$ cat config.mk
export PLATFORM = sky130hd
export DESIGN_NAME = battery_voltage_to_percent_top
export DESIGN_NICKNAME = d
export VERILOG_FILES = /design/src/hw/rtl/bvp_pkg.sv /design/src/hw/rtl/battery_voltage_to_percent_top.sv /design/src/hw/rtl/bvp_div.sv /design/src/hw/rtl/bvp_dp.sv /design/src/hw/rtl/bvp_ctrl.sv
export VERILOG_INCLUDE_DIRS = /design/src /design/src/hw/rtl
export SDC_FILE = /design/constraint.sdc
export NUM_CORES = 1
export LEC_CHECK = 0
export ABC_CLOCK_PERIOD_IN_PS = 11110
export BUFFER_PORTS_ARGS = -buffer_cell sky130_fd_sc_hd__buf_2
export CORE_MARGIN = 5
export CORE_UTILIZATION = 65
export CTS_CLUSTER_SIZE = 10
export DETAILED_ROUTE_END_ITERATION = 8
export GPL_TIMING_DRIVEN = 0
export PLACE_DENSITY = 0.91
export SYNTH_ARGS = -nofsm -noshare
export SYNTH_HDL_FRONTEND = slang
export SYNTH_HIERARCHICAL = 1
export SYNTH_SLANG_ARGS = --single-unit
$ cat constraint.sdc
create_clock -name clk -period 11.11 [get_ports clk]
set_input_delay 0 -clock clk [delete_from_list [all_inputs] [get_ports clk]]
set_output_delay 0 -clock clk [all_outputs]
set_load 0.02 [all_outputs]
$ cat src/hw/rtl/assert_macros.svh
// Assertion macros shared by the battery charge lookup RTL.
`ifndef ASSERT_MACROS_SVH
`define ASSERT_MACROS_SVH

// Same-cycle implication, disabled while reset is active.
`define BVP_ASSERT_IMP(lbl, clk, rst_n, ante, cons, msg) \
	lbl: assert property (@(posedge clk) disable iff (!rst_n) (ante) |-> (cons)) \
		else $error(msg);

// Next-cycle implication, disabled while reset is active.
`define BVP_ASSERT_NXT(lbl, clk, rst_n, ante, cons, msg) \
	lbl: assert property (@(posedge clk) disable iff (!rst_n) (ante) |=> (cons)) \
		else $error(msg);

`endif

$ cat src/hw/rtl/bvp_pkg.sv
// Types, constants and the discharge curve of the battery charge lookup.
package bvp_pkg;

	localparam int CURVE_POINTS = 16;
	localparam int IDX_W = $clog2(CURVE_POINTS);
	localparam int MV_W = 16;
	localparam int NOM_W = 13;
	localparam int PCT_W = 7;
	localparam int QUOT_W = 11;
	localparam int DIVD_W = MV_W + QUOT_W;
	localparam int CNT_W = $clog2(QUOT_W);
	localparam int MUL2_W = NOM_W + PCT_W;

	localparam logic [MV_W-1:0] FULL_MV_RST = 16'd4200;
	localparam logic [MV_W-1:0] LOW_MV_RST = 16'd3000;
	localparam logic [NOM_W-1:0] NOM_BASE_MV = 13'd3000;
	localparam logic [QUOT_W-1:0] NOM_SPAN_MV = 11'd1200;
	localparam logic [PCT_W-1:0] PCT_FULL = 7'd100;
	localparam logic [PCT_W-1:0] PCT_ZERO = 7'd0;

	localparam logic [NOM_W-1:0] CURVE_MV [CURVE_POINTS] = '{
		13'd4200, 13'd4150, 13'd4110, 13'd4080, 13'd4020, 13'd3980, 13'd3950, 13'd3910,
		13'd3870, 13'd3830, 13'd3800, 13'd3750, 13'd3700, 13'd3600, 13'd3300, 13'd3000
	};
	localparam logic [PCT_W-1:0] CURVE_PCT [CURVE_POINTS] = '{
		7'd100, 7'd95, 7'd90, 7'd85, 7'd80, 7'd70, 7'd60, 7'd50,
		7'd40, 7'd30, 7'd20, 7'd15, 7'd10, 7'd5, 7'd1, 7'd0
	};

	typedef enum logic {
		REG_FULL_MV,
		REG_LOW_MV
	} cfg_reg_t;

	typedef enum logic [1:0] {
		RES_ZERO,
		RES_FULL,
		RES_FLAT,
		RES_INTERP
	} res_sel_t;

	typedef enum logic [3:0] {
		ST_IDLE,
		ST_CHECK,
		ST_DIV1_GO,
		ST_DIV1_WAIT,
		ST_NOM,
		ST_SCAN,
		ST_DIV2_GO,
		ST_DIV2_WAIT,
		ST_FINISH
	} state_t;

	typedef struct packed {
		logic     load_in;
		logic     mul1;
		logic     div_start;
		logic     load_nom;
		logic     idx_inc;
		logic     seg_load;
		logic     res_load;
		res_sel_t res_sel;
		logic     out_load;
	} cmd_t;

	typedef struct packed {
		logic ge_full;
		logic le_empty;
		logic div_done;
		logic nom_ge_first;
		logic nom_le_last;
		logic seg_hit;
		logic seg_flat;
		logic idx_last;
		logic out_busy;
	} status_t;

endpackage

$ cat src/hw/rtl/battery_voltage_to_percent_top.sv
// Flow: a voltage outside the configured span is answered straight from the end check; one
// rescaled to the empty end of the curve after the first 11-step pass of the shared restoring
// divider; otherwise the curve is scanned one segment at a time and a second pass interpolates.
// Throughput: one request in work at a time; the next is taken
// once the result sits in the output register, even while that result waits to be taken.
// Reset: asynchronous, active low; the thresholds return to 4200 mV (full) and 3000 mV (empty).
module battery_voltage_to_percent_top (
	input  logic                       clk,
	input  logic                       arst_n,
	input  logic                       in_valid,
	output logic                       in_ready,
	input  logic [bvp_pkg::MV_W-1:0]   batt_mv,
	output logic                       out_valid,
	input  logic                       out_ready,
	output logic [bvp_pkg::PCT_W-1:0]  charge_percent,
	input  logic                       cfg_valid,
	output logic                       cfg_ready,
	input  logic                       cfg_index,
	input  logic [bvp_pkg::MV_W-1:0]   cfg_data
);

	bvp_pkg::cmd_t    cmd;
	bvp_pkg::status_t status;

	assign cfg_ready = 1'b1;

	bvp_ctrl u_ctrl (
		.clk      (clk),
		.arst_n   (arst_n),
		.in_valid (in_valid),
		.in_ready (in_ready),
		.status   (status),
		.cmd      (cmd)
	);

	bvp_dp u_dp (
		.clk            (clk),
		.arst_n         (arst_n),
		.batt_mv        (batt_mv),
		.cfg_valid      (cfg_valid),
		.cfg_index      (cfg_index),
		.cfg_data       (cfg_data),
		.out_ready      (out_ready),
		.cmd            (cmd),
		.status         (status),
		.out_valid      (out_valid),
		.charge_percent (charge_percent)
	);

endmodule

$ cat src/hw/rtl/bvp_div.sv
// Restoring divider that produces one quotient bit per cycle.
module bvp_div (
	input  logic                        clk,
	input  logic                        arst_n,
	input  logic                        start,
	input  logic [bvp_pkg::DIVD_W-1:0]  dividend,
	input  logic [bvp_pkg::MV_W-1:0]    divisor,
	output logic                        done,
	output logic [bvp_pkg::QUOT_W-1:0]  quotient
);

	logic [bvp_pkg::MV_W-1:0]   rem_q;
	logic [bvp_pkg::QUOT_W-1:0] dq_q;
	logic [bvp_pkg::MV_W-1:0]   dvs_q;
	logic [bvp_pkg::CNT_W-1:0]  cnt_q;
	logic                       busy_q;
	logic                       done_q;
	logic [bvp_pkg::MV_W:0]     trial;
	logic [bvp_pkg::MV_W:0]     diff;
	logic                       fits;

	// The quotient is known to fit in QUOT_W bits, so the upper dividend bits
	// already form a partial remainder below the divisor.
	assign trial = {rem_q, dq_q[bvp_pkg::QUOT_W-1]};
	assign fits  = trial >= {1'b0, dvs_q};
	assign diff  = trial - {1'b0, dvs_q};

	always_ff @(posedge clk or negedge arst_n) begin
		if (!arst_n) begin
			busy_q <= 1'b0;
			done_q <= 1'b0;
			cnt_q  <= '0;
		end else begin
			done_q <= busy_q && (cnt_q == '0);
			if (start) begin
				busy_q <= 1'b1;
				cnt_q  <= bvp_pkg::CNT_W'(bvp_pkg::QUOT_W - 1);
			end else if (busy_q) begin
				if (cnt_q == '0) begin
					busy_q <= 1'b0;
				end else begin
					cnt_q <= cnt_q - 1'b1;
				end
			end
		end
	end

	always_ff @(posedge clk) begin
		if (start) begin
			rem_q <= dividend[bvp_pkg::DIVD_W-1:bvp_pkg::QUOT_W];
			dq_q  <= dividend[bvp_pkg::QUOT_W-1:0];
			dvs_q <= divisor;
		end else if (busy_q) begin
			rem_q <= fits ? diff[bvp_pkg::MV_W-1:0] : trial[bvp_pkg::MV_W-1:0];
			dq_q  <= {dq_q[bvp_pkg::QUOT_W-2:0], fits};
		end
	end

	assign done     = done_q;
	assign quotient = dq_q;

endmodule

$ cat src/hw/rtl/bvp_dp.sv
// Datapath: configuration registers, multipliers, curve lookup and result register.
`include "assert_macros.svh"

module bvp_dp (
	input  logic                       clk,
	input  logic                       arst_n,
	input  logic [bvp_pkg::MV_W-1:0]   batt_mv,
	input  logic                       cfg_valid,
	input  logic                       cfg_index,
	input  logic [bvp_pkg::MV_W-1:0]   cfg_data,
	input  logic                       out_ready,
	input  bvp_pkg::cmd_t              cmd,
	output bvp_pkg::status_t           status,
	output logic                       out_valid,
	output logic [bvp_pkg::PCT_W-1:0]  charge_percent
);

	logic [bvp_pkg::MV_W-1:0]   full_q;
	logic [bvp_pkg::MV_W-1:0]   empty_q;
	logic [bvp_pkg::MV_W-1:0]   volt_q;
	logic [bvp_pkg::DIVD_W-1:0] prod_q;
	logic [bvp_pkg::MV_W-1:0]   divisor_q;
	logic [bvp_pkg::NOM_W-1:0]  nom_q;
	logic [bvp_pkg::IDX_W-1:0]  idx_q;
	logic [bvp_pkg::PCT_W-1:0]  base_q;
	logic [bvp_pkg::PCT_W-1:0]  res_q;
	logic                       out_valid_q;
	logic [bvp_pkg::PCT_W-1:0]  pct_out_q;

	logic [bvp_pkg::MV_W-1:0]   span;
	logic [bvp_pkg::MV_W-1:0]   vdiff;
	logic [bvp_pkg::DIVD_W-1:0] mul1;
	logic [bvp_pkg::IDX_W-1:0]  idx_dn;
	logic [bvp_pkg::NOM_W-1:0]  up_mv;
	logic [bvp_pkg::NOM_W-1:0]  dn_mv;
	logic [bvp_pkg::PCT_W-1:0]  up_pct;
	logic [bvp_pkg::PCT_W-1:0]  dn_pct;
	logic [bvp_pkg::NOM_W-1:0]  seg_dv;
	logic [bvp_pkg::PCT_W-1:0]  seg_dpct;
	logic [bvp_pkg::NOM_W-1:0]  nom_off;
	logic [bvp_pkg::MUL2_W-1:0] mul2;
	logic                       div_done;
	logic [bvp_pkg::QUOT_W-1:0] quot;
	logic [bvp_pkg::PCT_W-1:0]  res_next;

	assign span  = full_q - empty_q;
	assign vdiff = volt_q - empty_q;
	assign mul1  = {{(bvp_pkg::DIVD_W-bvp_pkg::MV_W){1'b0}}, vdiff}
		* {{(bvp_pkg::DIVD_W-bvp_pkg::QUOT_W){1'b0}}, bvp_pkg::NOM_SPAN_MV};

	// Segment between curve points idx_q (upper) and idx_q + 1 (lower).
	assign idx_dn   = idx_q + 1'b1;
	assign up_mv    = bvp_pkg::CURVE_MV[idx_q];
	assign dn_mv    = bvp_pkg::CURVE_MV[idx_dn];
	assign up_pct   = bvp_pkg::CURVE_PCT[idx_q];
	assign dn_pct   = bvp_pkg::CURVE_PCT[idx_dn];
	assign seg_dv   = up_mv - dn_mv;
	assign seg_dpct = up_pct - dn_pct;
	assign nom_off  = nom_q - dn_mv;
	assign mul2     = {{bvp_pkg::PCT_W{1'b0}}, nom_off} * {{bvp_pkg::NOM_W{1'b0}}, seg_dpct};

	bvp_div u_div (
		.clk      (clk),
		.arst_n   (arst_n),
		.start    (cmd.div_start),
		.dividend (prod_q),
		.divisor  (divisor_q),
		.done     (div_done),
		.quotient (quot)
	);

	always_comb begin
		unique case (cmd.res_sel)
			bvp_pkg::RES_ZERO:   res_next = bvp_pkg::PCT_ZERO;
			bvp_pkg::RES_FULL:   res_next = bvp_pkg::PCT_FULL;
			bvp_pkg::RES_FLAT:   res_next = dn_pct;
			bvp_pkg::RES_INTERP: res_next = base_q + quot[bvp_pkg::PCT_W-1:0];
			default:             res_next = bvp_pkg::PCT_ZERO;
		endcase
	end

	always_ff @(posedge clk or negedge arst_n) begin
		if (!arst_n) begin
			full_q      <= bvp_pkg::FULL_MV_RST;
			empty_q     <= bvp_pkg::LOW_MV_RST;
			idx_q       <= '0;
			out_valid_q <= 1'b0;
		end else begin
			if (cfg_valid) begin
				if (cfg_index == bvp_pkg::REG_FULL_MV) begin
					full_q <= cfg_data;
				end else begin
					empty_q <= cfg_data;
				end
			end
			if (cmd.load_nom) begin
				idx_q <= '0;
			end else if (cmd.idx_inc) begin
				idx_q <= idx_dn;
			end
			if (cmd.out_load) begin
				out_valid_q <= 1'b1;
			end else if (out_ready) begin
				out_valid_q <= 1'b0;
			end
		end
	end

	always_ff @(posedge clk) begin
		if (cmd.load_in) begin
			volt_q <= batt_mv;
		end
		if (cmd.mul1) begin
			prod_q    <= mul1;
			divisor_q <= span;
		end else if (cmd.seg_load) begin
			prod_q    <= {{(bvp_pkg::DIVD_W-bvp_pkg::MUL2_W){1'b0}}, mul2};
			divisor_q <= {{(bvp_pkg::MV_W-bvp_pkg::NOM_W){1'b0}}, seg_dv};
			base_q    <= dn_pct;
		end
		if (cmd.load_nom) begin
			nom_q <= bvp_pkg::NOM_BASE_MV
				+ {{(bvp_pkg::NOM_W-bvp_pkg::QUOT_W){1'b0}}, quot};
		end
		if (cmd.res_load) begin
			res_q <= res_next;
		end
		if (cmd.out_load) begin
			pct_out_q <= res_q;
		end
	end

	assign status.ge_full      = volt_q >= full_q;
	assign status.le_empty     = volt_q <= empty_q;
	assign status.div_done     = div_done;
	assign status.nom_ge_first = nom_q >= bvp_pkg::CURVE_MV[0];
	assign status.nom_le_last  = nom_q <= bvp_pkg::CURVE_MV[bvp_pkg::CURVE_POINTS-1];
	assign status.seg_hit      = nom_q >= dn_mv;
	assign status.seg_flat     = seg_dv == '0;
	assign status.idx_last     = idx_q == bvp_pkg::IDX_W'(bvp_pkg::CURVE_POINTS - 2);
	assign status.out_busy     = out_valid_q && !out_ready;

	assign out_valid      = out_valid_q;
	assign charge_percent = pct_out_q;

	`BVP_ASSERT_IMP(a_pct_range, clk, arst_n, out_valid_q, pct_out_q <= bvp_pkg::PCT_FULL, "charge above 100 percent")
	`BVP_ASSERT_NXT(a_nom_range, clk, arst_n, cmd.load_nom, (nom_q >= bvp_pkg::NOM_BASE_MV) && (nom_q < bvp_pkg::CURVE_MV[0]), "rescaled voltage outside nominal span")
	`BVP_ASSERT_NXT(a_seg_divisor, clk, arst_n, cmd.seg_load, divisor_q != '0, "segment division by zero")

endmodule

$ cat src/hw/rtl/bvp_ctrl.sv
// Controller state machine sequencing the end checks, divisions and curve scan.
`include "assert_macros.svh"

module bvp_ctrl (
	input  logic               clk,
	input  logic               arst_n,
	input  logic               in_valid,
	output logic               in_ready,
	input  bvp_pkg::status_t   status,
	output bvp_pkg::cmd_t      cmd
);

	bvp_pkg::state_t state_q;
	bvp_pkg::state_t state_d;

	always_ff @(posedge clk or negedge arst_n) begin
		if (!arst_n) begin
			state_q <= bvp_pkg::ST_IDLE;
		end else begin
			state_q <= state_d;
		end
	end

	always_comb begin
		state_d     = state_q;
		cmd         = '0;
		cmd.res_sel = bvp_pkg::RES_ZERO;
		in_ready    = 1'b0;
		unique case (state_q)
			bvp_pkg::ST_IDLE: begin
				in_ready = 1'b1;
				if (in_valid) begin
					cmd.load_in = 1'b1;
					state_d     = bvp_pkg::ST_CHECK;
				end
			end
			bvp_pkg::ST_CHECK: begin
				// The full test wins when the configured span is empty or inverted.
				if (status.ge_full) begin
					cmd.res_load = 1'b1;
					cmd.res_sel  = bvp_pkg::RES_FULL;
					state_d      = bvp_pkg::ST_FINISH;
				end else if (status.le_empty) begin
					cmd.res_load = 1'b1;
					cmd.res_sel  = bvp_pkg::RES_ZERO;
					state_d      = bvp_pkg::ST_FINISH;
				end else begin
					cmd.mul1 = 1'b1;
					state_d  = bvp_pkg::ST_DIV1_GO;
				end
			end
			bvp_pkg::ST_DIV1_GO: begin
				cmd.div_start = 1'b1;
				state_d       = bvp_pkg::ST_DIV1_WAIT;
			end
			bvp_pkg::ST_DIV1_WAIT: begin
				if (status.div_done) begin
					cmd.load_nom = 1'b1;
					state_d      = bvp_pkg::ST_NOM;
				end
			end
			bvp_pkg::ST_NOM: begin
				if (status.nom_ge_first) begin
					cmd.res_load = 1'b1;
					cmd.res_sel  = bvp_pkg::RES_FULL;
					state_d      = bvp_pkg::ST_FINISH;
				end else if (status.nom_le_last) begin
					cmd.res_load = 1'b1;
					cmd.res_sel  = bvp_pkg::RES_ZERO;
					state_d      = bvp_pkg::ST_FINISH;
				end else begin
					state_d = bvp_pkg::ST_SCAN;
				end
			end
			bvp_pkg::ST_SCAN: begin
				if (status.seg_hit) begin
					if (status.seg_flat) begin
						cmd.res_load = 1'b1;
						cmd.res_sel  = bvp_pkg::RES_FLAT;
						state_d      = bvp_pkg::ST_FINISH;
					end else begin
						cmd.seg_load = 1'b1;
						state_d      = bvp_pkg::ST_DIV2_GO;
					end
				end else if (status.idx_last) begin
					cmd.res_load = 1'b1;
					cmd.res_sel  = bvp_pkg::RES_ZERO;
					state_d      = bvp_pkg::ST_FINISH;
				end else begin
					cmd.idx_inc = 1'b1;
				end
			end
			bvp_pkg::ST_DIV2_GO: begin
				cmd.div_start = 1'b1;
				state_d       = bvp_pkg::ST_DIV2_WAIT;
			end
			bvp_pkg::ST_DIV2_WAIT: begin
				if (status.div_done) begin
					cmd.res_load = 1'b1;
					cmd.res_sel  = bvp_pkg::RES_INTERP;
					state_d      = bvp_pkg::ST_FINISH;
				end
			end
			bvp_pkg::ST_FINISH: begin
				if (!status.out_busy) begin
					cmd.out_load = 1'b1;
					state_d      = bvp_pkg::ST_IDLE;
				end
			end
			default: begin
				state_d = bvp_pkg::ST_IDLE;
			end
		endcase
	end

	`BVP_ASSERT_IMP(a_done_in_wait, clk, arst_n, status.div_done, (state_q == bvp_pkg::ST_DIV1_WAIT) || (state_q == bvp_pkg::ST_DIV2_WAIT), "divider finished outside a wait state")
	`BVP_ASSERT_IMP(a_out_free, clk, arst_n, cmd.out_load, !status.out_busy, "result overwrites one not yet taken")
	`BVP_ASSERT_IMP(a_scan_ends, clk, arst_n, (state_q == bvp_pkg::ST_SCAN) && status.idx_last, status.seg_hit, "curve scan ran past the last segment")

endmodule

==> results of run 1 <==
## worst paths after layout
path / from / to / slack, ps
worst max-delay path: u_dp/idx_q[1] / u_dp/prod_q[19] / 1070
worst min-delay path: cfg_valid / u_dp/empty_q[0] / 180
worst max register to register: u_dp/idx_q[1] / u_dp/prod_q[19] / 1070
worst min register to register: u_dp/divisor_q[8] / u_dp/u_div/dvs_q[8] / 420
max in group asynchronous: arst_n / u_dp/empty_q[1] / 9990
min in group asynchronous: arst_n / u_ctrl/state_q[2] / 350
## state kept, by name, indices dropped and copies added (netlist names), 4 cells and up
name,count
u_dp/full_q,16
u_dp/u_div/dvs_q,16
u_dp/u_div/cnt_q,4
u_dp/u_div/rem_q,16
u_dp/divisor_q,16
u_dp/volt_q,16
u_dp/prod_q,27
u_dp/charge_percent,7
u_ctrl/state_q,4
u_dp/nom_q,13
u_dp/base_q,7
u_dp/u_div/quotient,11
u_dp/res_q,7
u_dp/empty_q,16
u_dp/idx_q,4
## stage by stage
step | instance area, µm² | worst slack [ps] | cells | hold WS, ps | util [%]
final | 19070 | 1075 | 2272 | 177.7 | 72.77
after global routing | 19070 | 719.9 | 2272 | 202.0 | 72.77
after CTS | 19070 | 1358 | 2271 | 178.6 | 72.76
after detailed placement | 18080 | 1395 | 2202 | 178.1 | 68.98
after global placement | 18020 | 1532 | 2199 | 177.2 | 68.76
after floorplan | 17370 | 3262 | 1818 | -295.6 | -
## cells by family after synthesis
kind of cell / share of synthesized area, %
and+or+nand+nor: 13.28
AOI/OAI and AO/OA: 16.32
adders and majority gates: 25.02
buffers and inverters: 6.382
DFF: 30.13
xor gates and xnor gates: 4.992
muxes: 3.854
other: 0.02159
## routing by layer
metal	up-vias	global-route usage, %	part of all wire [%]
met2	964	52.08	46
li1	6631	-	-
met1	7085	43.06	39
met4	0	13.70	4.8
met3	192	5.300	9.6
met5	-	0	0
## area by class of cell
class	instances	share of cell area, %
antenna	1	0.01312
buffer	60	1.424
clock buffer	17	2.231
clock inverter	15	1.024
inverter	223	4.389
multi-input combinational	1352	57.88
sequential	183	27.45
tap	335	2.198
timing repair buffer	86	3.392
## repair_timing
item	CTS	global route
endpoints found under the hold margin	87	0
endpoints found under the setup margin	0	0
setup buffers	0	0
hold buffers	37	0
## worst register-to-register path: cells and delay by family, from the launching register on
family,cells,cell delay (ps)
AOI/OAI and AO/OA,12,3290
xor gates and xnor gates,1,230
adders and majority gates,8,3750
buffers and inverters,6,1490
DFF,1,600
and+or+nand+nor,3,380
## cells in the final DEF, fill, tap and decap left out, types with 15 or more instances in the layout
cell type                       count
sky130_fd_sc_hd__inv_1            215
sky130_fd_sc_hd__ha_1             213
sky130_fd_sc_hd__nor2_1           150
sky130_fd_sc_hd__edfxtp_1         132
sky130_fd_sc_hd__a21oi_1          101
sky130_fd_sc_hd__nand2_1          100
sky130_fd_sc_hd__fa_1              84
sky130_fd_sc_hd__o21ai_0           56
sky130_fd_sc_hd__xnor2_1           55
sky130_fd_sc_hd__buf_2             50
sky130_fd_sc_hd__a21o_1            47
sky130_fd_sc_hd__xor2_1            44
sky130_fd_sc_hd__clkbuf_1          43
sky130_fd_sc_hd__o21ai_1           43
sky130_fd_sc_hd__dlygate4sd3_1     37
sky130_fd_sc_hd__dfrtp_1           36
sky130_fd_sc_hd__mux2_2            34
sky130_fd_sc_hd__nand2b_1          29
sky130_fd_sc_hd__nor2b_1           29
sky130_fd_sc_hd__nor3_1            26
sky130_fd_sc_hd__mux2i_1           23
sky130_fd_sc_hd__nand3_1           22
sky130_fd_sc_hd__a211oi_1          20
sky130_fd_sc_hd__or2_1             20
sky130_fd_sc_hd__a31oi_1           19
sky130_fd_sc_hd__clkbuf_16         17
sky130_fd_sc_hd__o31ai_1           17
sky130_fd_sc_hd__o21bai_1          15
sky130_fd_sc_hd__o22ai_1           15
==> flow_summary_export.csv, run 1 <==
group,metric,value,unit
sta,post-route-min-period,10040,ps
routing,antenna_left,0,
clock_tree,cts_num_sinks,183,
logic_synthesis,yosys.cell_count.top_type,"sky130_fd_sc_hd__inv_1",
finish,syn2layout_area_growth,9.782,%
critical_path,critical_path_required,11250,ps
finish,final_nets,2258,
global_route,vias_in_the_first_global_route,14810,
logic_synthesis,postSynth.asyncResetShare,25.68,%
sta,fmax,0.09965,GHz
logic_synthesis,seq_area_frac_synth,30.13,%
critical_path,path_max_fanout,11,
routing,via_density_per_instance,6.546,
clock_tree,post_cts_resized,0,
logic_synthesis,synth_top_cells_by_area,"sky130_fd_sc_hd__edfxtp_1, sky130_fd_sc_hd__ha_1, sky130_fd_sc_hd__fa_1",
clock_tree,cts_made_buffers,17,
critical_path,worst-endpoint-arrival,10170,ps
sta,clock_skew,16.89,ps
placed_design,port-buffer-count,46,
critical_path,r2r_cells,30,
logic_synthesis,post_synth_inst_count,1818,
placed_design,gp_congestion,0.9923,
die,chipWidth,173.5,µm
logic_synthesis,synthDistinctLibCells,88,
logic_synthesis,netlist.area_leader.share,22.82,%
finish,multi_input_comb_area,0.01104,mm²
logic_synthesis,synth.cell_area,0.01737,mm²
sta,post_route_fraction_of_the_period_consumed_by_the_critical_path,90.33,%
global_route,grt-ovfl-total,0,
logic_synthesis,synth_area_leader,"sky130_fd_sc_hd__edfxtp_1",
flow_run,drv.max_cap_violation_count,0,
logic_synthesis,synth-seq-cells,183,
critical_path,cpMaxStageDelayCell,"sky130_fd_sc_hd__a311oi_1",
min_path,min_path_cells,3,
critical_path,worst-setup-path-type,"reg -> reg",
routing,routed_wire_length_per_instance,21.47,µm
finish,sequential_cell_area_in_the_final_layout,0.005234,mm²
logic_synthesis,number_of_enable_type_register_cells_in_the_synthesized_netlist,132,
logic_synthesis,postSynthAreaPerCell,9.555,µm²
global_route,grt_antenna_before_repair,1,
logic_synthesis,post_synth_most_frequent_cells,"sky130_fd_sc_hd__inv_1, sky130_fd_sc_hd__ha_1, sky130_fd_sc_hd__nor2_1",
critical_path,cpPeakStageDelay,1010,ps
critical_path,crit_cells,30,
sta,unrepaired_setup_endpoints_after_global_routing,"no",
logic_synthesis,synth_fp_nets,2153,
die,design.die.area,0.03009,mm²
placed_design,dp_wirelength,35.84,mm
logic_synthesis,yosysWarningCount,6,
routing,route.detailed.drc,0,
sta,hold_viol_final,0,
run_status,outcome,"finished clean",
sta,max_slew.worst_pin.slew,1423,ps
clock_tree,clock_tree.htree_level_count,4,
die,num_rows,59,
finish,drive_above_1_share,8.678,%
routing,detail_route.first_pass.iterations,6,
clock_tree,clock_path_buffers,2,
sta,slew_viol_final,0,
die,core_area,0.02621,mm²
clock_tree,cts_root_buffer,"sky130_fd_sc_hd__clkbuf_16",
sta,timing.slew.headroom,3.862,%
finish,num-fill-cells,1748,
routing,postRouteWirelength,48.78,mm
min_path,worstHoldPathType,"in -> reg",
clock_tree,tritoncts,"done",
global_route,grt_start_max_net_pins,48,
die,design.portCount,48,
clock_tree,clk_transition_reported_paths,90,ps
routing,drt-initial-drc-count,1910,
routing,routed-via-count,14870,
sta,totalNegativeSetupSlack,0,ps
logic_synthesis,ys.flop_type,"sky130_fd_sc_hd__edfxtp_1",
critical_path,cp_top_family,"adder cells",
global_route,grt_first_pass_wirelength,78.06,mm
critical_path,critical_path.startpoint_type,"register",
global_route,gr-usage-all-layers,32.14,%
critical_path,crit_path_end_kind,"register",
critical_path,critPathBufInv,6,
die,initial_core_util,66.28,%
die,die_height,173.5,µm
clock_tree,worst_skew_pair.late_latency,450,ps
sta,setup_violations,0,
Power of run 1 is left out: the tool's default activity adds up to more than one toggle a clock period on the data nets, which glitch-free logic cannot reach.
==> run 2, diff against run 1 <==
--- a/config.mk
+++ b/config.mk
@@ -6,6 +6,7 @@
 export SDC_FILE = /design/constraint.sdc
 export NUM_CORES = 1
 export LEC_CHECK = 0
+export ABC_AREA = 1
 export ABC_CLOCK_PERIOD_IN_PS = 11110
 export BUFFER_PORTS_ARGS = -buffer_cell sky130_fd_sc_hd__buf_2
 export CORE_MARGIN = 5
@@ -13,7 +14,7 @@
 export CTS_CLUSTER_SIZE = 10
 export DETAILED_ROUTE_END_ITERATION = 8
 export GPL_TIMING_DRIVEN = 0
-export PLACE_DENSITY = 0.91
+export PLACE_DENSITY = 0.9
 export SYNTH_ARGS = -nofsm -noshare
 export SYNTH_HDL_FRONTEND = slang
 export SYNTH_HIERARCHICAL = 1
==> flow_summary_export.csv, run 2 <==
group,metric,value,unit
run_status,outcome,"finished clean",
placed_design,dp_wirelength,40.19,mm
sta,post-route-min-period,8407,ps
sta,clock_skew,24.90,ps
logic_synthesis,yosys.cell_count.top_type,"sky130_fd_sc_hd__nand2_1",
sta,setup_violations,0,
die,core_area,0.02847,mm²
logic_synthesis,postSynth.asyncResetShare,25.68,%
logic_synthesis,yosysWarningCount,6,
finish,mostFrequentLayoutCells,"sky130_fd_sc_hd__nand2_1, sky130_fd_sc_hd__inv_1, sky130_fd_sc_hd__nor2_1, sky130_fd_sc_hd__ha_1, sky130_fd_sc_hd__nand3_1",
global_route,grt_antenna_before_repair,0,
logic_synthesis,post_synth_most_frequent_cells,"sky130_fd_sc_hd__nand2_1, sky130_fd_sc_hd__inv_1, sky130_fd_sc_hd__nor2_1",
logic_synthesis,synth.cell_area,0.01859,mm²
critical_path,critical_path_required,11270,ps
sta,postLayoutSetupSlackWorst,2704,ps
die,die_height,179.1,µm
logic_synthesis,ys.flop_type,"sky130_fd_sc_hd__edfxtp_1",
finish,drive_above_1_share,7.524,%
clock_tree,cts_root_buffer,"sky130_fd_sc_hd__clkbuf_16",
logic_synthesis,number_of_enable_type_register_cells_in_the_synthesized_netlist,132,
die,design.die.area,0.03208,mm²
routing,route.detailed.drc,0,
routing,routed-via-count,17430,
routing,detail_route.first_pass.iterations,7,
global_route,vias_in_the_first_global_route,17190,
sta,slew_viol_final,0,
logic_synthesis,synth_area_leader,"sky130_fd_sc_hd__edfxtp_1",
sta,post_route_fraction_of_the_period_consumed_by_the_critical_path,75.67,%
global_route,gr-usage-all-layers,33.55,%
global_route,grt_first_pass_wirelength,85.63,mm
sta,max_slew.worst_pin.slew,1287,ps
clock_tree,cts_num_sinks,183,
routing,routed_wire_length_per_instance,17.78,µm
global_route,grt_start_max_net_pins,48,
finish,registers.top_by_ff_count,"u_dp/prod_q",
clock_tree,tritoncts,"done",
logic_synthesis,postSynthAreaPerCell,7.582,µm²
logic_synthesis,post_synth_inst_count,2452,
logic_synthesis,seq_area_frac_synth,28.15,%
routing,drt-initial-drc-count,1913,
critical_path,worst-setup-path-type,"reg -> reg",
die,num_rows,62,
clock_tree,clock_tree.htree_level_count,4,
logic_synthesis,synthDistinctLibCells,62,
critical_path,cpMaxStageDelayCell,"sky130_fd_sc_hd__dfrtp_1",
placed_design,gp_congestion,1.050,
clock_tree,cts_made_buffers,17,
sta,hold_viol_final,0,
clock_tree,post_cts_resized,0,
critical_path,critical_path.startpoint_type,"register",
critical_path,cpPeakStageDelay,610,ps
finish,count_of_placed_standard_cells_in_the_final_layout_fillers_left_out,2949,
sta,totalNegativeSetupSlack,0,ps
critical_path,path_max_fanout,10,
critical_path,worst-endpoint-arrival,8570,ps
critical_path,crit_path_end_kind,"register",
sta,fmax,0.1190,GHz
global_route,grt-ovfl-total,0,
clock_tree,clock_path_buffers,2,
logic_synthesis,synth-seq-cells,183,
routing,via_density_per_instance,5.912,
finish,largest_register_ffs,27,
finish,syn2layout_area_growth,9.362,%
clock_tree,worst_skew_pair.late_latency,460,ps
logic_synthesis,synth_fp_nets,2787,
finish,final_core_util,71.41,%
placed_design,port-buffer-count,46,
finish,layout.cells.most_common,"sky130_fd_sc_hd__nand2_1",
die,chipWidth,179.1,µm
placed_design,pre_cts_slack,2971,ps
clock_tree,clk_transition_reported_paths,90,ps
finish,final_nets,2887,
flow_run,drv.max_cap_violation_count,0,
sta,unrepaired_setup_endpoints_after_global_routing,"no",
min_path,worstHoldPathType,"in -> reg",
finish,antennaDiodeCount,0,
die,design.portCount,48,
finish,num-fill-cells,2219,
sta,timing.slew.headroom,13.89,%
logic_synthesis,netlist.area_leader.share,21.32,%
routing,antenna_left,0,
routing,postRouteWirelength,52.43,mm
die,initial_core_util,65.30,%
logic_synthesis,synth_top_cells_by_area,"sky130_fd_sc_hd__edfxtp_1, sky130_fd_sc_hd__ha_1, sky130_fd_sc_hd__nand2_1",
placed_design,numPlacedInstances,2883,
[run 2: per-layer routing]
metal  GRT usage, %  wire length [µm]  vias up
li1               -                 -     8123
met1          44.35             20520     8129
met2          55.86             24750      990
met3          5.926              5153      192
met4          11.71              2005        0
met5              0                 0        -
[run 2: layout make-up]
cell class | count | area [µm²] | area share (%)
inverter | 437 | 1640 | 8.068
timing repair buffer | 81 | 598.1 | 2.942
sequential | 183 | 5234 | 25.74
clock buffer | 17 | 425.4 | 2.092
multi-input combinational | 1796 | 11520 | 56.65
tap | 384 | 480.5 | 2.363
buffer | 36 | 210.2 | 1.034
clock inverter | 15 | 225.2 | 1.108
[run 2: final timing paths]
check	end	depth (start not counted)	start	slack, ps
worst max-delay path	u_dp/prod_q[18]	29	u_dp/idx_q[1]	2700
worst min-delay path	u_ctrl/state_q[2]	6	in_valid	50
worst max register to register	u_dp/prod_q[18]	29	u_dp/idx_q[1]	2700
worst min register to register	u_dp/u_div/dvs_q[14]	0	u_dp/divisor_q[14]	420
max in group asynchronous	u_dp/empty_q[12]	2	arst_n	10070
min in group asynchronous	u_dp/idx_q[0]	2	arst_n	290
[run 2: what timing repair did]
item                                    in CTS  in global routing
hold endpoints to repair                    86                  0
hold buffers                                34                  0
endpoints found under the setup margin       0                  0
buffers inserted                             0                  0
[run 2: critical path, delay by kind of cell, from the launching register on]
kind / cells / cell delay, ps
AO/OA/AOI/OAI: 6 / 1460
adder cells (fa/ha/maj): 8 / 3590
buffers and inverters: 6 / 930
AND/OR/NAND/NOR: 8 / 940
XOR/XNOR: 1 / 590
flip-flops: 1 / 610
[run 2: logic make-up (layout without fill, tap and decap cells)]
family | Yosys count | after routing | synth area share (%)
multiplexers | 1 | 1 | 0.05385
other | 1 | 1 | 0.02017
AND/OR/NAND/NOR | 1143 | 1143 | 27.03
buffers and inverters | 473 | 586 | 9.954
XOR/XNOR | 48 | 48 | 2.342
adder cells (fa/ha/maj) | 297 | 297 | 23.38
flip-flops | 183 | 183 | 28.15
AO/OA/AOI/OAI | 306 | 306 | 9.066
[run 2: per-stage QoR]
step	hold slack [ps]	area, µm²
3_5_place_dp	178.7	19330
6_report	53.14	20330
5_1_grt	95.82	20330
2_1_floorplan	-295.6	18590
3_3_place_gp	176.8	19300
4_1_cts	24.60	20320
Power of run 2 is left out for the same reason.
